==> config.mk <==
export PLATFORM = sky130hd
export DESIGN_NAME = lin_tp_receive_reassembly_core
export DESIGN_NICKNAME = d
export VERILOG_FILES = /design/src/rtl/lintp_pkg.sv /design/src/rtl/lintp_cfg.sv /design/src/rtl/lintp_in_reg.sv /design/src/rtl/lintp_decode.sv /design/src/rtl/lintp_out_buf.sv /design/src/rtl/lin_tp_receive_reassembly_core.sv
export SDC_FILE = /design/constraint.sdc
export NUM_CORES = 1
export LEC_CHECK = 0
export BUFFER_PORTS_ARGS = -buffer_cell sky130_fd_sc_hd__buf_2
export CORE_UTILIZATION = 61
export CTS_CLUSTER_DIAMETER = 100
export DETAILED_ROUTE_END_ITERATION = 6
export GPL_TIMING_DRIVEN = 0
export PLACE_DENSITY = 0.8
export SLEW_MARGIN = 0
export SYNTH_ARGS = -nofsm -noshare
export SYNTH_HDL_FRONTEND = slang
export SYNTH_SLANG_ARGS = --single-unit
==> constraint.sdc <==
create_clock -name clk -period 7.65 [get_ports clk]
set_input_delay 0.765 -clock clk [delete_from_list [all_inputs] [get_ports clk]]
set_output_delay 0.765 -clock clk [all_outputs]
set_load 0.01 [all_outputs]
==> src/rtl/lintp_pkg.sv <==
// ----------------------------------------------------------------------------
// lintp_pkg
// Shared types, constants and helpers of the LIN transport receive core.
// ----------------------------------------------------------------------------
package lintp_pkg;

  localparam int unsigned MAX_RESULTS = 8;
  localparam int unsigned CNT_W       = $clog2(MAX_RESULTS + 1);
  localparam int unsigned IDX_W       = $clog2(MAX_RESULTS);

  localparam logic [11:0] MAX_MESSAGE_BYTES = 12'd4095;

  localparam logic [2:0] CFG_NAD_0   = 3'd0;
  localparam logic [2:0] CFG_NAD_1   = 3'd1;
  localparam logic [2:0] CFG_NAD_2   = 3'd2;
  localparam logic [2:0] CFG_NAD_3   = 3'd3;
  localparam logic [2:0] CFG_TIMEOUT = 3'd4;

  localparam logic [6:0] NAD_0_RST   = 7'd1;
  localparam logic [6:0] NAD_1_RST   = 7'd2;
  localparam logic [6:0] NAD_2_RST   = 7'd3;
  localparam logic [6:0] NAD_3_RST   = 7'd4;
  localparam logic [7:0] TIMEOUT_RST = 8'd200;

  localparam logic [7:0] NAD_FUNCTIONAL = 8'h7E;
  localparam logic [7:0] NAD_BROADCAST  = 8'h7F;

  localparam logic [3:0] PCI_SF = 4'h0;
  localparam logic [3:0] PCI_FF = 4'h1;
  localparam logic [3:0] PCI_CF = 4'h2;

  localparam logic [3:0] SF_MAX_LEN = 4'd6;
  localparam logic [2:0] FF_MAX_COPY = 3'd5;
  localparam logic [2:0] CF_MAX_COPY = 3'd6;

  localparam logic KIND_FRAME = 1'b0;
  localparam logic KIND_TICK  = 1'b1;

  typedef enum logic [1:0] {
    RK_START = 2'd0,
    RK_DATA  = 2'd1,
    RK_OK    = 2'd2,
    RK_FAIL  = 2'd3
  } res_kind_t;

  typedef struct packed {
    logic        kind;
    logic [7:0]  node_addr;
    logic [7:0]  pci_byte;
    logic [47:0] frame_payload;
    logic        channel;
    logic        tx_busy;
  } item_t;

  typedef struct packed {
    logic [3:0][6:0] nad;
    logic [7:0]      timeout;
  } cfg_t;

  typedef struct packed {
    res_kind_t   kind;
    logic        ch;
    logic [11:0] value;
  } res_t;

  typedef struct packed {
    logic [CNT_W-1:0]            cnt;
    res_t [MAX_RESULTS-1:0]      ent;
  } res_list_t;

  function automatic logic [7:0] pl_byte(input logic [47:0] pl, input logic [2:0] idx);
    logic [7:0] b;
    case (idx)
      3'd0:    b = pl[7:0];
      3'd1:    b = pl[15:8];
      3'd2:    b = pl[23:16];
      3'd3:    b = pl[31:24];
      3'd4:    b = pl[39:32];
      3'd5:    b = pl[47:40];
      default: b = 8'h00;
    endcase
    return b;
  endfunction

endpackage

==> src/rtl/lintp_cfg.sv <==
// ----------------------------------------------------------------------------
// lintp_cfg
// Configuration registers: four node addresses and the gap timeout.
// ----------------------------------------------------------------------------
module lintp_cfg import lintp_pkg::*; (
  input  logic       clk,
  input  logic       rst_n,
  input  logic       cfg_we,
  input  logic [2:0] cfg_index,
  input  logic [7:0] cfg_wdata,
  output cfg_t       cfg
);

  cfg_t cfg_r;

  always_ff @(posedge clk) begin
    if (!rst_n) begin
      cfg_r.nad[0]  <= NAD_0_RST;
      cfg_r.nad[1]  <= NAD_1_RST;
      cfg_r.nad[2]  <= NAD_2_RST;
      cfg_r.nad[3]  <= NAD_3_RST;
      cfg_r.timeout <= TIMEOUT_RST;
    end else if (cfg_we) begin
      unique case (cfg_index)
        CFG_NAD_0:   cfg_r.nad[0]  <= cfg_wdata[6:0];
        CFG_NAD_1:   cfg_r.nad[1]  <= cfg_wdata[6:0];
        CFG_NAD_2:   cfg_r.nad[2]  <= cfg_wdata[6:0];
        CFG_NAD_3:   cfg_r.nad[3]  <= cfg_wdata[6:0];
        CFG_TIMEOUT: cfg_r.timeout <= cfg_wdata;
        default: ;
      endcase
    end
  end

  assign cfg = cfg_r;

endmodule

==> src/rtl/lintp_in_reg.sv <==
// ----------------------------------------------------------------------------
// lintp_in_reg
// Input register: holds one transaction until the decoder takes it.
// ----------------------------------------------------------------------------
module lintp_in_reg import lintp_pkg::*; (
  input  logic  clk,
  input  logic  rst_n,
  input  logic  in_valid,
  output logic  in_ready,
  input  item_t in_item,
  input  logic  advance,
  output logic  item_valid,
  output item_t item
);

  logic  valid_r;
  item_t item_r;

  assign in_ready = !valid_r || advance;

  always_ff @(posedge clk) begin
    if (!rst_n) begin
      valid_r <= 1'b0;
    end else if (in_ready) begin
      valid_r <= in_valid;
    end
  end

  always_ff @(posedge clk) begin
    if (in_valid && in_ready) begin
      item_r <= in_item;
    end
  end

  assign item_valid = valid_r;
  assign item       = item_r;

endmodule

==> src/rtl/lintp_decode.sv <==
// ----------------------------------------------------------------------------
// lintp_decode
// Address filter, reassembly state and result list for one transaction.
// ----------------------------------------------------------------------------
module lintp_decode import lintp_pkg::*; (
  input  logic      clk,
  input  logic      rst_n,
  input  logic      advance,
  input  item_t     item,
  input  cfg_t      cfg,
  output res_list_t list
);

  logic        rx_r,     rx_nxt;
  logic [11:0] exp_r,    exp_nxt;
  logic [11:0] rcv_r,    rcv_nxt;
  logic [3:0]  seq_r,    seq_nxt;
  logic        msg_ch_r, msg_ch_nxt;
  logic [7:0]  gap_r,    gap_nxt;

  logic [3:0]  ptype;
  logic [3:0]  low;
  logic [11:0] total;
  logic        configured;
  logic        diag;
  logic        addr_ok;
  logic [11:0] rem;
  logic [2:0]  cf_copy;
  logic [11:0] rcv_sum;

  logic        has_start;
  logic [11:0] start_val;
  logic        ch_sel;
  logic [2:0]  d0;
  logic [2:0]  copy;
  logic        has_end;
  res_kind_t   end_kind;

  always_comb begin
    ptype = item.pci_byte[7:4];
    low   = item.pci_byte[3:0];
    total = {low, item.frame_payload[7:0]};
    configured = 1'b0;
    for (int i = 0; i < 4; i++) begin
      if (item.node_addr == {1'b0, cfg.nad[i]}) configured = 1'b1;
    end
    diag    = (item.node_addr == NAD_FUNCTIONAL) || (item.node_addr == NAD_BROADCAST);
    addr_ok = (configured || diag) && !(diag && (ptype != PCI_SF));
    rem     = (exp_r > rcv_r) ? (exp_r - rcv_r) : 12'd0;
    cf_copy = (rem > {9'd0, CF_MAX_COPY}) ? CF_MAX_COPY : rem[2:0];
    rcv_sum = rcv_r + {9'd0, cf_copy};
  end

  always_comb begin
    rx_nxt     = rx_r;
    exp_nxt    = exp_r;
    rcv_nxt    = rcv_r;
    seq_nxt    = seq_r;
    msg_ch_nxt = msg_ch_r;
    gap_nxt    = gap_r;
    has_start  = 1'b0;
    start_val  = 12'd0;
    ch_sel     = msg_ch_r;
    d0         = 3'd0;
    copy       = 3'd0;
    has_end    = 1'b0;
    end_kind   = RK_OK;
    if (item.kind == KIND_TICK) begin
      if (rx_r) begin
        if (gap_r != 8'd0) begin
          gap_nxt = gap_r - 8'd1;
        end else begin
          has_end  = 1'b1;
          end_kind = RK_FAIL;
          rx_nxt   = 1'b0;
        end
      end
    end else if (addr_ok) begin
      case (ptype)
        PCI_SF: begin
          if (!rx_r && !item.tx_busy && (low != 4'd0) && (low <= SF_MAX_LEN)) begin
            has_start = 1'b1;
            start_val = {8'd0, low};
            ch_sel    = item.channel;
            copy      = low[2:0];
            has_end   = 1'b1;
          end
        end
        PCI_FF: begin
          if (!rx_r && !item.tx_busy && (total != 12'd0) && (total <= MAX_MESSAGE_BYTES)) begin
            has_start  = 1'b1;
            start_val  = total;
            ch_sel     = item.channel;
            d0         = 3'd1;
            copy       = (total > {9'd0, FF_MAX_COPY}) ? FF_MAX_COPY : total[2:0];
            exp_nxt    = total;
            rcv_nxt    = {9'd0, copy};
            seq_nxt    = 4'd1;
            msg_ch_nxt = item.channel;
            rx_nxt     = 1'b1;
            gap_nxt    = cfg.timeout;
          end
        end
        PCI_CF: begin
          if (rx_r) begin
            if (low != seq_r) begin
              has_end  = 1'b1;
              end_kind = RK_FAIL;
              rx_nxt   = 1'b0;
            end else begin
              copy    = cf_copy;
              rcv_nxt = rcv_sum;
              seq_nxt = seq_r + 4'd1;
              gap_nxt = cfg.timeout;
              if (rcv_sum >= exp_r) begin
                has_end = 1'b1;
                rx_nxt  = 1'b0;
              end
            end
          end
        end
        default: ;
      endcase
    end
  end

  // result list: optional start record, data bytes, optional end record
  always_comb begin
    logic [3:0] k;
    list.cnt = {3'd0, has_start} + {1'b0, copy} + {3'd0, has_end};
    for (int j = 0; j < MAX_RESULTS; j++) begin
      k = 4'(j) - {3'd0, has_start};
      list.ent[j].ch = ch_sel;
      if (has_start && (j == 0)) begin
        list.ent[j].kind  = RK_START;
        list.ent[j].value = start_val;
      end else if (k < {1'b0, copy}) begin
        list.ent[j].kind  = RK_DATA;
        list.ent[j].value = {4'd0, pl_byte(item.frame_payload, d0 + k[2:0])};
      end else begin
        list.ent[j].kind  = end_kind;
        list.ent[j].value = 12'd0;
      end
    end
  end

  always_ff @(posedge clk) begin
    if (!rst_n) begin
      rx_r     <= 1'b0;
      exp_r    <= 12'd0;
      rcv_r    <= 12'd0;
      seq_r    <= 4'd0;
      msg_ch_r <= 1'b0;
      gap_r    <= 8'd0;
    end else if (advance) begin
      rx_r     <= rx_nxt;
      exp_r    <= exp_nxt;
      rcv_r    <= rcv_nxt;
      seq_r    <= seq_nxt;
      msg_ch_r <= msg_ch_nxt;
      gap_r    <= gap_nxt;
    end
  end

endmodule

==> src/rtl/lintp_out_buf.sv <==
// ----------------------------------------------------------------------------
// lintp_out_buf
// Result register: holds the result list of one transaction and hands out
// one result per output transaction.
// ----------------------------------------------------------------------------
module lintp_out_buf import lintp_pkg::*; (
  input  logic        clk,
  input  logic        rst_n,
  input  logic        load,
  input  res_list_t   list,
  output logic        load_ok,
  output logic        out_valid,
  input  logic        out_ready,
  output logic [1:0]  out_result_kind,
  output logic        out_result_channel,
  output logic [11:0] out_result_value,
  output logic        out_last
);

  logic [CNT_W-1:0]       cnt_r;
  logic [IDX_W-1:0]       idx_r;
  res_t [MAX_RESULTS-1:0] ent_r;
  res_t                   cur;
  logic                   is_last;

  assign cur     = ent_r[idx_r];
  assign is_last = ({{(CNT_W-IDX_W){1'b0}}, idx_r} + CNT_W'(1)) == cnt_r;

  assign out_valid          = (cnt_r != '0);
  assign out_result_kind    = cur.kind;
  assign out_result_channel = cur.ch;
  assign out_result_value   = cur.value;
  assign out_last           = is_last;

  assign load_ok = !out_valid || (out_ready && is_last);

  always_ff @(posedge clk) begin
    if (!rst_n) begin
      cnt_r <= '0;
      idx_r <= '0;
    end else if (load) begin
      cnt_r <= list.cnt;
      idx_r <= '0;
    end else if (out_valid && out_ready) begin
      if (is_last) begin
        cnt_r <= '0;
        idx_r <= '0;
      end else begin
        idx_r <= idx_r + IDX_W'(1);
      end
    end
  end

  always_ff @(posedge clk) begin
    if (load) begin
      ent_r <= list.ent;
    end
  end

endmodule

==> src/rtl/lin_tp_receive_reassembly_core.sv <==
// ----------------------------------------------------------------------------
// lin_tp_receive_reassembly_core
// LIN transport layer receiver: address filter and message reassembly.
// ----------------------------------------------------------------------------
// Input channel (in_*): one transaction is a received 8-byte diagnostic frame
// or one timer tick (in_kind). Output channel (out_*): zero to eight results
// per input transaction - start record with length, data bytes, then ok or
// failed - with out_last on the final result of each input transaction.
// Configuration (cfg_*): node addresses 0..3 and the gap timeout; the user
// must write them only while the block is idle, which it does not enforce.
// A transaction is accepted into the input register, decoded from there and
// loaded into the result register once that register is empty or its last
// result is being taken; the result register then shows its first result.
// Results leave one per cycle while out_ready is high; transactions that give
// no result pass at one per cycle while the result register is empty. A new
// input transaction is taken while the last result of the previous one is
// taken.
// Reset clears the input and result registers and the reassembly state and
// loads the default addresses 1..4 and a timeout of 200 ticks.
// When the receiver stalls, the current result holds and, once the input
// register is full, in_ready drops.
// ----------------------------------------------------------------------------
module lin_tp_receive_reassembly_core import lintp_pkg::*; (
  input  logic        clk,
  input  logic        rst_n,
  input  logic        in_valid,
  output logic        in_ready,
  input  logic        in_kind,
  input  logic [7:0]  in_node_addr,
  input  logic [7:0]  in_pci_byte,
  input  logic [47:0] in_frame_payload,
  input  logic        in_channel,
  input  logic        in_tx_busy,
  output logic        out_valid,
  input  logic        out_ready,
  output logic [1:0]  out_result_kind,
  output logic        out_result_channel,
  output logic [11:0] out_result_value,
  output logic        out_last,
  input  logic        cfg_we,
  input  logic [2:0]  cfg_index,
  input  logic [7:0]  cfg_wdata
);

  item_t     in_item;
  item_t     item;
  logic      item_valid;
  logic      load_ok;
  logic      advance;
  cfg_t      cfg;
  res_list_t list;

  assign in_item.kind          = in_kind;
  assign in_item.node_addr     = in_node_addr;
  assign in_item.pci_byte      = in_pci_byte;
  assign in_item.frame_payload = in_frame_payload;
  assign in_item.channel       = in_channel;
  assign in_item.tx_busy       = in_tx_busy;

  assign advance = item_valid && load_ok;

  lintp_cfg u_cfg (
    .clk       (clk),
    .rst_n     (rst_n),
    .cfg_we    (cfg_we),
    .cfg_index (cfg_index),
    .cfg_wdata (cfg_wdata),
    .cfg       (cfg)
  );

  lintp_in_reg u_in_reg (
    .clk        (clk),
    .rst_n      (rst_n),
    .in_valid   (in_valid),
    .in_ready   (in_ready),
    .in_item    (in_item),
    .advance    (advance),
    .item_valid (item_valid),
    .item       (item)
  );

  lintp_decode u_decode (
    .clk     (clk),
    .rst_n   (rst_n),
    .advance (advance),
    .item    (item),
    .cfg     (cfg),
    .list    (list)
  );

  lintp_out_buf u_out_buf (
    .clk                (clk),
    .rst_n              (rst_n),
    .load               (advance),
    .list               (list),
    .load_ok            (load_ok),
    .out_valid          (out_valid),
    .out_ready          (out_ready),
    .out_result_kind    (out_result_kind),
    .out_result_channel (out_result_channel),
    .out_result_value   (out_result_value),
    .out_last           (out_last)
  );

endmodule

Yosys cells after proc, flatten, opt, wreduce, memory -nomap -nowiden:

Index checks and enable logic that the tools add are counted.

* output and inout bits: 18
* register bits: 262

* bitwise operators: 2
* muxes and demuxes: 90
* equal/unequal tests: 61
* $lt $le $gt $ge: 15
* reduce and logical (&&, ||, !) cells: 53
* $add $sub $neg: 24

Operators with widths (count)
* case mux 8 bit (6 select lines): 8
* two-way mux 12 bit: 8
* two-way mux 8 bit: 8
* == test 3 x 2 -> 1 bit, second input constant: 18
* == test 3 bit, second input constant: 17
* case mux 12 bit (2 select lines): 2
* binary-select mux 15 bit (select 3 bit): 1
* two-way mux 3 bit: 12
* == test 8 x 7 -> 1 bit: 4
* less-than comparator 4 x 3 -> 1 bit: 8
* two-way mux 1 bit: 31
* two-way mux 4 bit: 7
* == test 3 x 1 -> 1 bit, second input constant: 9
* zero test 3 bit: 9
* adder 3 bit: 8
* greater-than comparator 12 x 3 -> 1 bit, second input constant: 2
* == test 8 x 7 -> 1 bit, second input constant: 2
* case mux 8 bit (2 select lines): 1
* subtractor 3 x 1 -> 4 bit, first input constant: 4
* two-way mux 15 bit: 1
* adder 12 x 3 -> 12 bit: 1
* >= comparator 12 bit: 1
* greater-than comparator 12 bit: 1
* less-or-equal comparator 12 bit, second input constant: 1
* 39 further kinds: 81

Logic depth before layout (Yosys ltp):

Gate-level depths: netlist (run 1).

* depth in word-level cells: 15
* mapped depth: 31
* gate-level depth less buffers: 31

Cells and area by module:

Synthesis (run 1) repeated with hierarchy kept, for this count alone.

* cell total of the unflattened synthesis: 1341
* area, all modules: 14874.3 sq um

By module, submodules not included
* lintp_decode: cells each 906, area an instance 6356.1 sq um, sequential area each 760.7 sq um, times used 1
* lintp_out_buf: cells each 225, area an instance 5026.1 sq um, sequential area each 3743.6 sq um, times used 1
* lintp_in_reg: cells each 72, area an instance 2069.5 sq um, sequential area each 2031.9 sq um, times used 1
* lintp_cfg: cells each 137, area an instance 1416.4 sq um, sequential area each 720.7 sq um, times used 1
* lin_tp_receive_reassembly_core: cells each 1, area an instance 6.3 sq um, sequential area each 0.0 sq um, times used 1

Worst setup path before layout (run 1):

No wires, ideal clock.

* kind: flip-flop to flip-flop
* start point: register u_decode.exp_r[0]
* end point: register u_out_buf.cnt_r[2]
* required time: 7.528 ns
* clock period less this slack: 6.793 ns
* arrival time: 6.671 ns
* buffers on the path: 0
* library setup time: 0.122 ns
* stages on the path, launching flop included: 31
* path slack: 0.857 ns
* path through: dfxtp_1 -> inv_1 -> ha_1 -> fa_1 -> xor2_1 -> nor3_1 -> or4_1 -> a221o_1 -> or4_1 -> nor4b_1 -> ha_1 -> inv_1 -> fa_1 -> nor2b_1 -> o21ai_0 -> nor4_1 -> nand3_1 -> xnor2_1 -> ha_1 -> nor2b_1 -> o21ai_0 -> nand4b_1 -> a31oi_1 -> nor2_1 -> o21ai_0 -> o21ai_0 -> fa_1 -> ha_1 -> nand3_1 -> nor2_1 -> a311o_1

* longest elaborated chain between the ends: 14
* elaborated cells between the ends (all ways): 21

RTL lines
* start: declaration: RTL line lintp_decode.sv:15 `logic [11:0] exp_r, exp_nxt;`
* start signal: assignment: RTL line lintp_decode.sv:157 `exp_r <= exp_nxt;`
* subtractor 12 bit or greater-than comparator 12 bit (tied branches): RTL line lintp_decode.sv:49 `rem = (exp_r > rcv_r) ? (exp_r - rcv_r) : 12'd0;`
* two-way mux 12 bit: RTL line lintp_decode.sv:49
* greater-than comparator 12 x 3 -> 1 bit: RTL line lintp_decode.sv:50 `cf_copy = (rem > {9'd0, CF_MAX_COPY}) ? CF_MAX_COPY : rem[2:0];`
* two-way mux 3 bit: RTL line lintp_decode.sv:50
* adder 12 x 3 -> 12 bit: RTL line lintp_decode.sv:51 `rcv_sum = rcv_r + {9'd0, cf_copy};`
* >= comparator 12 bit: RTL line lintp_decode.sv:115 `if (rcv_sum >= exp_r) begin`
* two-way mux 1 bit: RTL line lintp_decode.sv:115
* two-way mux 1 bit: RTL line lintp_decode.sv:106 `if (low != seq_r) begin`
* two-way mux 1 bit: RTL line lintp_decode.sv:105 `if (rx_r) begin`
* case mux 1 bit (2 select lines): RTL line lintp_decode.sv:79 `case (ptype)`
* two-way mux 1 bit: RTL line lintp_decode.sv:78 `end else if (addr_ok) begin`
* two-way mux 1 bit: RTL line lintp_decode.sv:68 `if (item.kind == KIND_TICK) begin`
* adder 4 x 1 -> 4 bit (*): RTL line lintp_decode.sv:130 `list.cnt = {3'd0, has_start} + {1'b0, copy} + {3'd0, has_end};`
* two-way mux 4 bit (*): RTL line lintp_out_buf.sv:41 `end else if (load) begin`
* end signal: assignment: RTL line lintp_out_buf.sv:42 `cnt_r <= list.cnt;`
* end: declaration: RTL line lintp_out_buf.sv:20 `logic [CNT_W-1:0] cnt_r;`

Every way passes the cells marked *; elsewhere a longest branch is shown, timed or not.
A chain may end at the register's enable or synchronous reset.

Final worst setup path (run 1):

Same ends and word-level chain as after synthesis.

==> out/summary.txt, run 1 <==
die area = 22100 um^2
Max Cap Viol = 0
r2r startpoint = u_decode.exp_r[0]
routed vias/inst = 6.48
row cnt = 53
yosys warns = 0
Post-route DRC = 9
Placed Cells = 1689
syn_nets = 1437
Worst-Margin Slew = 1.25 ns
synthesized cell area = 13100 um^2
root buf cell = clkbuf_16
grt met1 use = 49.6%
Synth Register Bits = 234
Tcrit/Tclk final = 96.3%
Max FO, Critical Path = 5
most common cell after layout, fill and taps aside = edfxtp_1
Skew-Pair Late Insertion Delay = 0.53 ns
Post-Syn Instances = 1309
final clock skew = 0.0138 ns
total clock sinks = 234
PortBufs = 100
initial core utilization = 62.3%
ys async rst share = 0%
TritonCTS clock tree = built
clock-pin slew on the worst setup and hold paths = 0.06 ns
Diodes inserted = 0
Final Max Tran Viols = 0
static leakage = 5.40 nW
cell area after layout = 14900 um^2
Die Y = 149 um
first-pass GRT wire length = 57000 um
layout cells sized above 1 = 15.4%
drt wl/cell = 21.1 um
Die Span X = 149 um
core area = 21000 um^2
endpoints failing setup = 0
dpl hpwl = 26800 um
Hold Crit Start = in_frame_payload[25]
GP Congestion = 0.977
drt pass-1 iters = 7
syn_area_per_cell = 10.0 um^2
slowest cell on the critical path = or4_1
Final Net Count = 1572
CP startpoint kind = flip-flop
initial antenna violation count = 0
fin cells = 1737
DR vias = 11300
sequential cell area fraction in the yosys report = 47.4%
Area growth syn-to-layout = 14.1%
Peak VDD IR = 0.000201 V
most used flip-flop cell after synthesis = edfxtp_1
grt met2 use = 50.3%
endpoint class of the critical path = flip-flop
CP startpoint = u_decode.exp_r[0]
outcome = complete, but fails checks
Post-DRT Antenna Nets = 0
GRT Max-Usage Layer = met2
vias in the first global route = 10400
most frequent cell on the critical path = ha_1
placed inst area = 14100 um^2
kind of critical path = flip-flop to flip-flop
hold buffers post-CTS = 0
family with the most delay on the worst path = simple AND/OR/NAND/NOR gates
Netlist cell types = 81
fmax = 136 MHz
Top Ports = 101
H-tree depth = 1
Hold Crit Class = input port to flip-flop
Tot GR Track Use = 33.6%
violations in the final reports = DRC
DR iter-0 viols = 1353
GR Overflow Total = 0
largest net degree at the start of global routing = 66
Post-synth EDFFs = 152
Crit path required time = 8.07 ns
pwr dens = 186 nW/um^2
most frequent cells in the layout = edfxtp_1 (152), nand2_1 (131), buf_2 (107)
Crit path arrival time = 7.79 ns
slowest stage delay, CP = 0.56 ns
Worst Path Buf+Inv = 2
Fin. Hold Viols = 0
CTS buffer count = 24
clock buffer depth = 3
Worst slew margin = 16.2%
min Tclk post-route = 7.37 ns
M3 GR Usage = 6.87%
Total Wirelength = 36700 um
-- kinds of logic after synthesis --
family / count (synthesis) / share of synthesized area, %
AND/OR/NAND/NOR: 424 / 15.9
AO/OA/AOI/OAI: 359 / 18.3
flip-flops: 234 / 47.4
buffers and inverters: 143 / 4.37
multiplexers: 55 / 6.32
XOR/XNOR: 49 / 3.28
adder cells (fa/ha/maj): 45 / 4.47
-- cells in the mapped netlist, types with 9 or more instances --
cell type	number	share of area [%]
o21a_1	9	0.52
clkbuf_1	67	1.9
mux2i_1	13	0.99
a21boi_0	55	3.2
xnor2_1	41	2.7
nand2_1	131	3.8
o21ai_0	64	2.4
edfxtp_1	152	35
inv_1	53	1.5
o22ai_1	14	0.67
a21oi_1	97	3.7
nor3_1	28	1.1
dfxtp_1	82	13
and2_1	17	0.81
nor2b_1	25	1.2
nand2b_1	9	0.43
and3_1	12	0.57
nand3_1	45	1.7
nand4_1	19	0.91
mux2_2	22	1.9
a221oi_1	18	1.2
buf_1	10	0.29
ha_1	42	4.0
mux4_2	20	3.4
nor2_1	93	2.7
a22oi_1	20	1.1
-- layer usage --
metal / up-vias / wire, um / share of wire [%]
met5: - / 0 / 0
met4: 0 / 991 / 2.7
met3: 100 / 4350 / 12
met2: 754 / 15900 / 43
met1: 5278 / 15500 / 42
li1: 5121 / - / -
-- layout make-up --
class / instances / area, um^2
Sequential cell: 234 / 6210
Tap cell: 275 / 344
Multi-Input combinational cell: 932 / 6390
Clock inverter: 13 / 114
Buffer: 88 / 369
Inverter: 55 / 206
Timing Repair Buffer: 109 / 643
Clock buffer: 31 / 668
Fill cell: 1548 / 6080
-- worst paths after layout --
kind | endpoint | slack (ns) | cells past startpoint
setup / recovery | u_out_buf.cnt_r[2] | 0.28 | 31
hold / removal | u_in_reg.item[27] | 0.41 | 1
hold reg to reg | u_decode.gap_r[2] | 0.47 | 2
setup reg to reg | u_out_buf.cnt_r[2] | 0.28 | 31
-- repair_timing --
item | 4_1_cts | 5_1_grt
pin swaps | 1 | 3
setup endpoints to repair | 3 | 3
setup buffers | 1 | 3
gates cloned | 0 | 0
resized for setup | 2 | 9
-- worst register-to-register path: cells and delay by family (launching register included) --
| family | cells | cell delay, ns |
|---|---|---|
| adder cells (fa/ha/maj) | 7 | 2.19 |
| buffers and inverters | 2 | 0.11 |
| XOR/XNOR | 2 | 0.44 |
| AND/OR/NAND/NOR | 12 | 2.59 |
| flip-flops | 1 | 0.36 |
| AO/OA/AOI/OAI | 8 | 1.58 |
-- metrics by stage --
stage | util [%] | setup slack [ns] | TNS, ns | power, W | hold slack, ns
after floorplan | - | 0.857 | 0 | 0.00155 | 0.440
after global placement | 66.3 | -0.409 | -0.656 | 0.00162 | 0.452
after detailed placement | 66.9 | -0.507 | -1.01 | 0.00163 | 0.460
after CTS | 70.8 | 0.0279 | 0 | 0.00278 | 0.399
after global routing | 71.1 | -0.0394 | -0.0394 | 0.00285 | 0.400
final | 71.1 | 0.281 | 0 | 0.00278 | 0.412
-- report_power, final --
part           total (W)  switching [W]  leakage [nW]  internal [W]
clock network    0.00117       0.000486         0.393      0.000683
logic           0.000189       0.000111          2.87     0.0000780
registers        0.00142      0.0000344          2.14       0.00139
-- flip-flops by register name, indices dropped and copies added, names as in the netlist --
signal and count:
u_decode.exp_r 12, u_decode.msg_ch_r 1, u_cfg.cfg 36, u_decode.rcv_r 12, u_decode.gap_r 8, u_in_reg.item 67
u_out_buf.cnt_r 4, u_out_buf.idx_r 3, u_out_buf.ent_r 85, u_decode.seq_r 4, u_decode.rx_r 1, u_in_reg.item_valid 1
No activity file was read; power rests on OpenSTA's default activity.
==> inputs of run 2 (changes only) <==
CORE_UTILIZATION = 62   (was 61)
SYNTH_HIERARCHICAL = 1   (was not set)
==> out/summary.txt, run 2 <==
outcome = complete, but fails checks
violations in the final reports = DRC
DR vias = 11500 (+2.3%)
post-synth top area share = 37.8% (+2.9 points)
drt wl/cell = 21.7 um (+2.9%)
drt pass-1 iters = 7 (unchanged)
CP startpoint kind = flip-flop
H-tree depth = 1 (unchanged)
leading area contributor after synthesis = edfxtp_1
Tcrit/Tclk final = 93.7% (-2.6 points)
vias in the first global route = 10900 (+4.3%)
slowest stage delay, CP = 0.58 ns (+0.02 ns)
reg2reg setup slack = 0.48 ns (+0.20 ns)
clock buffer depth = 3 (unchanged)
GP Congestion = 1.06 (+9.0%)
cell area after layout = 16800 um^2 (+13%)
most used flip-flop cell after synthesis = edfxtp_1
root buf cell = clkbuf_16
min Tclk post-route = 7.17 ns (-0.200 ns)
ys async rst share = 0% (unchanged)
first-pass GRT wire length = 61000 um (+7.0%)
final setup TNS = 0 ns (unchanged)
Fin. Hold Viols = 0 (unchanged)
total clock sinks = 269 (+15%)
placed inst area = 15900 um^2 (+13%)
dpl hpwl = 29100 um (+8.6%)
yosys warns = 6 (+6)
most frequent cells in the layout = edfxtp_1 (187), buf_2 (114), nand2_1 (99)
most common cell after layout, fill and taps aside = edfxtp_1
clock-pin slew on the worst setup and hold paths = 0.06 ns (about the same)
Worst slew margin = 23.7% (+7.5 points)
CTS buffer count = 28 (+17%)
top-count cell post-synth = edfxtp_1
kind of critical path = flip-flop to flip-flop
Skew-Pair Late Insertion Delay = 0.57 ns (+0.04 ns)
Post-Syn Instances = 1341 (+2.4%)
Netlist cell types = 95 (+17%)
Hold Crit Class = input port to flip-flop
hold buffers post-CTS = 0 (unchanged)
slowest cell on the critical path = nor4_1
Peak VDD IR = 0.000184 V (-8.6%)
row cnt = 56 (+5.7%)
Top Ports = 101 (unchanged)
Crit path arrival time = 7.65 ns (-0.14 ns)
routed vias/inst = 6.26 (-3.4%)
final clock skew = 0.0163 ns (+0.00252 ns)
Synth Register Bits = 269 (+15%)
synth top area cells = edfxtp_1 (38%), dfxtp_1 (11%), mux4_1 (3.7%)
core area = 23500 um^2 (+12%)
Final Max Tran Viols = 0 (unchanged)
die area = 24600 um^2 (+12%)
Total Wirelength = 40000 um (+9.0%)
Crit path required time = 8.13 ns (+0.06 ns)
pwr dens = 191 nW/um^2 (+2.6%)
Die Y = 157 um (+5.6%)
Diodes inserted = 0 (unchanged)
top post-synthesis cells by count = edfxtp_1 (187), nand2_1 (99), a21oi_1 (85)
Post-synth EDFFs = 187 (+23%)
TritonCTS clock tree = built
initial core utilization = 63.4% (+1.1 points)
fin cells = 1840 (+5.9%)
Placed Cells = 1788 (+5.9%)
static leakage = 6.45 nW (+20%)
largest net degree at the start of global routing = 70 (+6.1%)
synthesized cell area = 14900 um^2 (+14%)
RSZ-0062 raised after global routing = false
max reg flops = 120 (+41%)
DR iter-0 viols = 1465 (+8.3%)
endpoints failing setup = 0 (unchanged)
GR Overflow Total = 0 (unchanged)
Tot GR Track Use = 32.8% (-0.80 points)
Die Span X = 157 um (+5.6%)
Post-DRT Antenna Nets = 0 (unchanged)
Max FO, Critical Path = 10 (+5)
layout cells sized above 1 = 16.8% (+1.4 points)
endpoint class of the critical path = flip-flop
PortBufs = 100 (unchanged)
syn_area_per_cell = 11.1 um^2 (+11%)
Overall Power = 0.00321 W (+15%)
fmax = 139 MHz (+2.8%)
cts repair resizes = 0 (-2)
initial antenna violation count = 0 (unchanged)
sequential cell area fraction in the yosys report = 48.8% (+1.4 points)
Post-route DRC = 17 (+8)
hold_ws = 0.374 ns (-0.0378 ns)
postcts setup bufs = 0 (-1)
Final Net Count = 1628 (+3.6%)
most frequent cell on the critical path = ha_1
Biggest register = u_out_buf/ent_r
Worst-Margin Slew = 1.14 ns (-0.108 ns)
Area growth syn-to-layout = 13.0%
Max Cap Viol = 0 (unchanged)
==> run 2: cell types whose count changed in the layout (fill, tap and decap cells not counted), moves of 15 or more <==
cell,delta
buf_4,+35
nor2_1,-36
a221oi_1,-15
a31oi_1,+15
nand2_1,-32
mux2i_1,+40
a22oi_1,+15
a21boi_0,-31
nor2b_1,+18
xor2_1,+24
edfxtp_1,+35
xnor2_1,-20
mux4_1,+21
conb_1,+28
==> run 2: metal layers <==
layer	part of all wire, %	track usage (%)	routed length, um
met1	42	44.6	16700
met3	8.9	6.06	3560
met4	3.0	11.4	1200
met2	46	52.9	18500
met5	0	0	0
==> run 2: logic make-up after synthesis <==
kind of cell | count (synthesis) | share of synthesized area [%]
AOI/OAI and AO/OA | 337 | 15.5
xor gates and xnor gates | 52 | 3.06
adders and majority gates | 46 | 4.02
buffers and inverters | 176 | 5.97
DFF | 269 | 48.8
muxes | 99 | 9.85
other | 1 | 0.0252
and+or+nand+nor | 361 | 12.8
==> run 2: critical path: cells and delay by family, from the launching register on <==
kind                       cells  cell delay [ns]
xor gates and xnor gates       3             0.49
buffers and inverters          5             0.84
AOI/OAI and AO/OA              7             1.45
adders and majority gates      6             1.69
DFF                            1             0.30
and+or+nand+nor                9             2.32
==> run 2: final cells by class <==
type / instances / area [um^2]
Inverter: 55 / 206
Timing Repair Buffer: 101 / 528
Fill cell: 1716 / 6660
Multi-Input combinational cell: 923 / 6840
Buffer: 121 / 682
Sequential cell: 269 / 7260
Tap cell: 319 / 399
Clock inverter: 12 / 109
Clock buffer: 40 / 791
==> run 2: stage by stage <==
step / worst slack, ns / util [%]
global placement: -0.148 / 67.6
global route: 0.0154 / 71.6
finish: 0.481 / 71.6
CTS: 0.449 / 71.6
detailed placement: 0.483 / 67.8
floorplan: 1.42 / -
==> run 2: worst paths after layout <==
kind	startpoint	end	cells after the start
setup / recovery	u_decode/rcv_r[7]	u_out_buf/cnt_r[2]	30
setup reg to reg	u_decode/rcv_r[7]	u_out_buf/cnt_r[2]	30
hold / removal	in_pci_byte[7]	u_in_reg/item[57]	1
hold reg to reg	u_cfg/cfg[4]	u_cfg/cfg[4]	2
==> run 2: power by group <==
part           switching, W  total, W  internal, W
Clock              0.000570   0.00133     0.000755
Combinational      0.000123  0.000212    0.0000886
Sequential        0.0000462   0.00167      0.00162
Total              0.000740   0.00321      0.00247
==> inputs of run 3 (changes only) <==
ABC_AREA = 1   (was not set)
==> out/summary.txt, run 3 <==
cts repair resizes = 0 (unchanged)
Post-DRT Antenna Nets = 0 (unchanged)
Tot GR Track Use = 33.9% (+1.1 points)
Biggest register = u_out_buf/ent_r
M1 WL = 18100 um (+8.2%)
most used flip-flop cell after synthesis = edfxtp_1
largest net degree at the start of global routing = 111 (+59%)
Int Power = 0.00260 W (+5.4%)
combinational share of power = 7.5% (+0.9 points)
pwr dens = 190 nW/um^2 (-0.16%)
PortBufs = 100 (unchanged)
vias in the first global route = 13000 (+19%)
met3 WL = 3970 um (+11%)
yosys warns = 6 (unchanged)
Fin. Hold Viols = 0 (unchanged)
initial core utilization = 63.6% (+0.19 points)
slowest stage delay, CP = 0.42 ns (-0.16 ns)
Post-Syn Instances = 1884 (+40%)
dpl hpwl = 32900 um (+13%)
post-synth top area share = 36.2% (-1.5 points)
Die Span X = 160 um (+2.1%)
sequential cell area fraction in the yosys report = 46.8% (-2.0 points)
Final Max Tran Viols = 0 (unchanged)
ys async rst share = 0% (unchanged)
hold buffers post-CTS = 0 (unchanged)
CTS buffer count = 28 (unchanged)
final clock skew = 0.0134 ns (-0.00295 ns)
slowest cell on the critical path = fa_1
static leakage = 7.87 nW (+22%)
Max Cap Viol = 0 (unchanged)
Die Y = 160 um (+2.1%)
Overall Power = 0.00336 W (+4.7%)
total clock sinks = 269 (unchanged)
postcts setup bufs = 0 (unchanged)
Clock power frac = 43.1% (+1.8 points)
Max FO, Critical Path = 4 (-6)
layout cells sized above 1 = 14.9% (-1.9 points)
outcome = complete, no violations
DR iter-0 viols = 1397 (-4.6%)
Worst slew margin = 49.8% (+26 points)
Worst-Margin Slew = 0.752 ns (-0.392 ns)
endpoints failing setup = 0 (unchanged)
RSZ-0062 raised after global routing = false
Final Net Count = 2174 (+34%)
Netlist cell types = 56 (-41%)
CP startpoint kind = flip-flop
Synth Register Bits = 269 (unchanged)
Skew-Pair Late Insertion Delay = 0.54 ns (-0.03 ns)
Crit path arrival time = 6.65 ns (-1.00 ns)
root buf cell = clkbuf_16
top post-synthesis cells by count = nand2_1 (423), nor2_1 (300), inv_1 (195)
core area = 24400 um^2 (+3.9%)
synth top area cells = edfxtp_1 (36%), dfxtp_1 (11%), nand2_1 (10%)
Crit path required time = 8.12 ns (about the same)
endpoint class of the critical path = flip-flop
top-count cell post-synth = nand2_1
DR vias = 13700 (+19%)
Peak VDD IR = 0.000178 V (-2.8%)
Total Wirelength = 43700 um (+9.3%)
switching share of power = 22.6% (-0.50 points)
GP Congestion = 0.971 (-8.8%)
routed vias/inst = 5.70 (-8.9%)
Tcrit/Tclk final = 80.9% (-13 points)
drt wl/cell = 18.2 um (-16%)
Post-route DRC = 0 (-17)
Psw = 0.000758 W (+2.4%)
most common cell after layout, fill and taps aside = nand2_1
clock buffer depth = 3 (unchanged)
kind of critical path = flip-flop to flip-flop
syn_area_per_cell = 8.23 um^2 (-26%)
most frequent cells in the layout = nand2_1 (423), nor2_1 (300), inv_1 (194)
WL met2 = 20500 um (+11%)
synthesized cell area = 15500 um^2 (+4.2%)
TritonCTS clock tree = built
Post-synth EDFFs = 187 (unchanged)
H-tree depth = 1 (unchanged)
first-pass GRT wire length = 68200 um (+12%)
clock-pin slew on the worst setup and hold paths = 0.06 ns (about the same)
Hold Crit Class = input port to flip-flop
min Tclk post-route = 6.19 ns (-0.982 ns)
hold path cells = 1 (unchanged)
fin cells = 2397 (+30%)
leading area contributor after synthesis = edfxtp_1
Area growth syn-to-layout = 13.7%
most frequent cell on the critical path = nand2_1
fmax = 162 MHz (+16%)
Placed Cells = 2338 (+31%)
drt pass-1 iters = 6 (-1)
die area = 25600 um^2 (+4.2%)
row cnt = 57 (+1.8%)
max reg flops = 120 (unchanged)
Top Ports = 101 (unchanged)
fillers = 1912 (+11%)
GR Overflow Total = 0 (unchanged)
sequential share of power = 49.3% (-2.8 points)
DR top layer = met5
FF-to-FF path depth = 35 (+17%)
initial antenna violation count = 8 (+8)
-- run 3: metrics by stage --
step | area, um^2 | TNS, ns | hold slack [ns] | worst slack [ns] | util [%]
after detailed placement | 16600 | 0 | 0.473 | 1.61 | 68.1
after CTS | 17600 | 0 | 0.380 | 1.58 | 72.2
after global placement | 16500 | -28.73 | 0.464 | -0.435 | 67.7
after global routing | 17600 | 0 | 0.383 | 0.910 | 72.2
after floorplan | 15600 | 0 | 0.442 | 1.21 | -
final | 17600 | 0 | 0.397 | 1.46 | 72.3
-- run 3: cells by family after synthesis --
logic type               share of synthesized area (%)
AND/OR/NAND/NOR                                   25.2
AO/OA/AOI/OAI                                     11.5
buffers and inverters                             9.89
XOR/XNOR                                          2.77
other                                           0.0242
flip-flops                                        46.8
adder cells (fa/ha/maj)                           3.86
-- run 3: worst max-delay path: cells and delay by family (launching register included) --
| kind | cells | cell delay (ns) |
|---|---|---|
| adder cells (fa/ha/maj) | 7 | 2.03 |
| AND/OR/NAND/NOR | 17 | 1.88 |
| flip-flops | 1 | 0.40 |
| AO/OA/AOI/OAI | 5 | 1.11 |
| XOR/XNOR | 2 | 0.40 |
| buffers and inverters | 4 | 0.31 |
-- run 3: power by group through the flow --
stage               logic, W  clock network (W)  registers (W)
floorplan           0.000163                  0        0.00168
global placement    0.000231                  0        0.00169
detailed placement  0.000244                  0        0.00168
CTS                 0.000247            0.00147        0.00165
global route        0.000278            0.00152        0.00166
finish              0.000253            0.00145        0.00166
-- run 3: final timing paths --
path | start | endpoint | slack (ns)
max | u_decode/exp_r[0] | u_out_buf/cnt_r[2] | 1.46
min | in_frame_payload[35] | u_in_reg/item[37] | 0.40
max reg2reg | u_decode/exp_r[0] | u_out_buf/cnt_r[2] | 1.46
min reg2reg | u_cfg/cfg[3] | u_cfg/cfg[3] | 0.48
-- run 3: routing by layer --
layer / vias up / global-route usage (%)
met1: 6345 / 45.3
met5: - / 0
met3: 87 / 5.97
met4: 4 / 10.6
met2: 687 / 56.3
li1: 6545 / -
-- run 3: layout make-up --
| type | count | area [um^2] | area share, % |
|---|---|---|---|
| clock inverters | 12 | 175 | 0.994 |
| diodes | 6 | 15.0 | 0.0852 |
| inverters | 217 | 827 | 4.69 |
| plain buffers | 109 | 711 | 4.03 |
| clock buffers | 40 | 827 | 4.69 |
| well taps | 324 | 405 | 2.30 |
| multi-input cells | 1316 | 6830 | 38.7 |
| flip-flops and latches | 269 | 7260 | 41.2 |
| repair buffers | 104 | 581 | 3.29 |
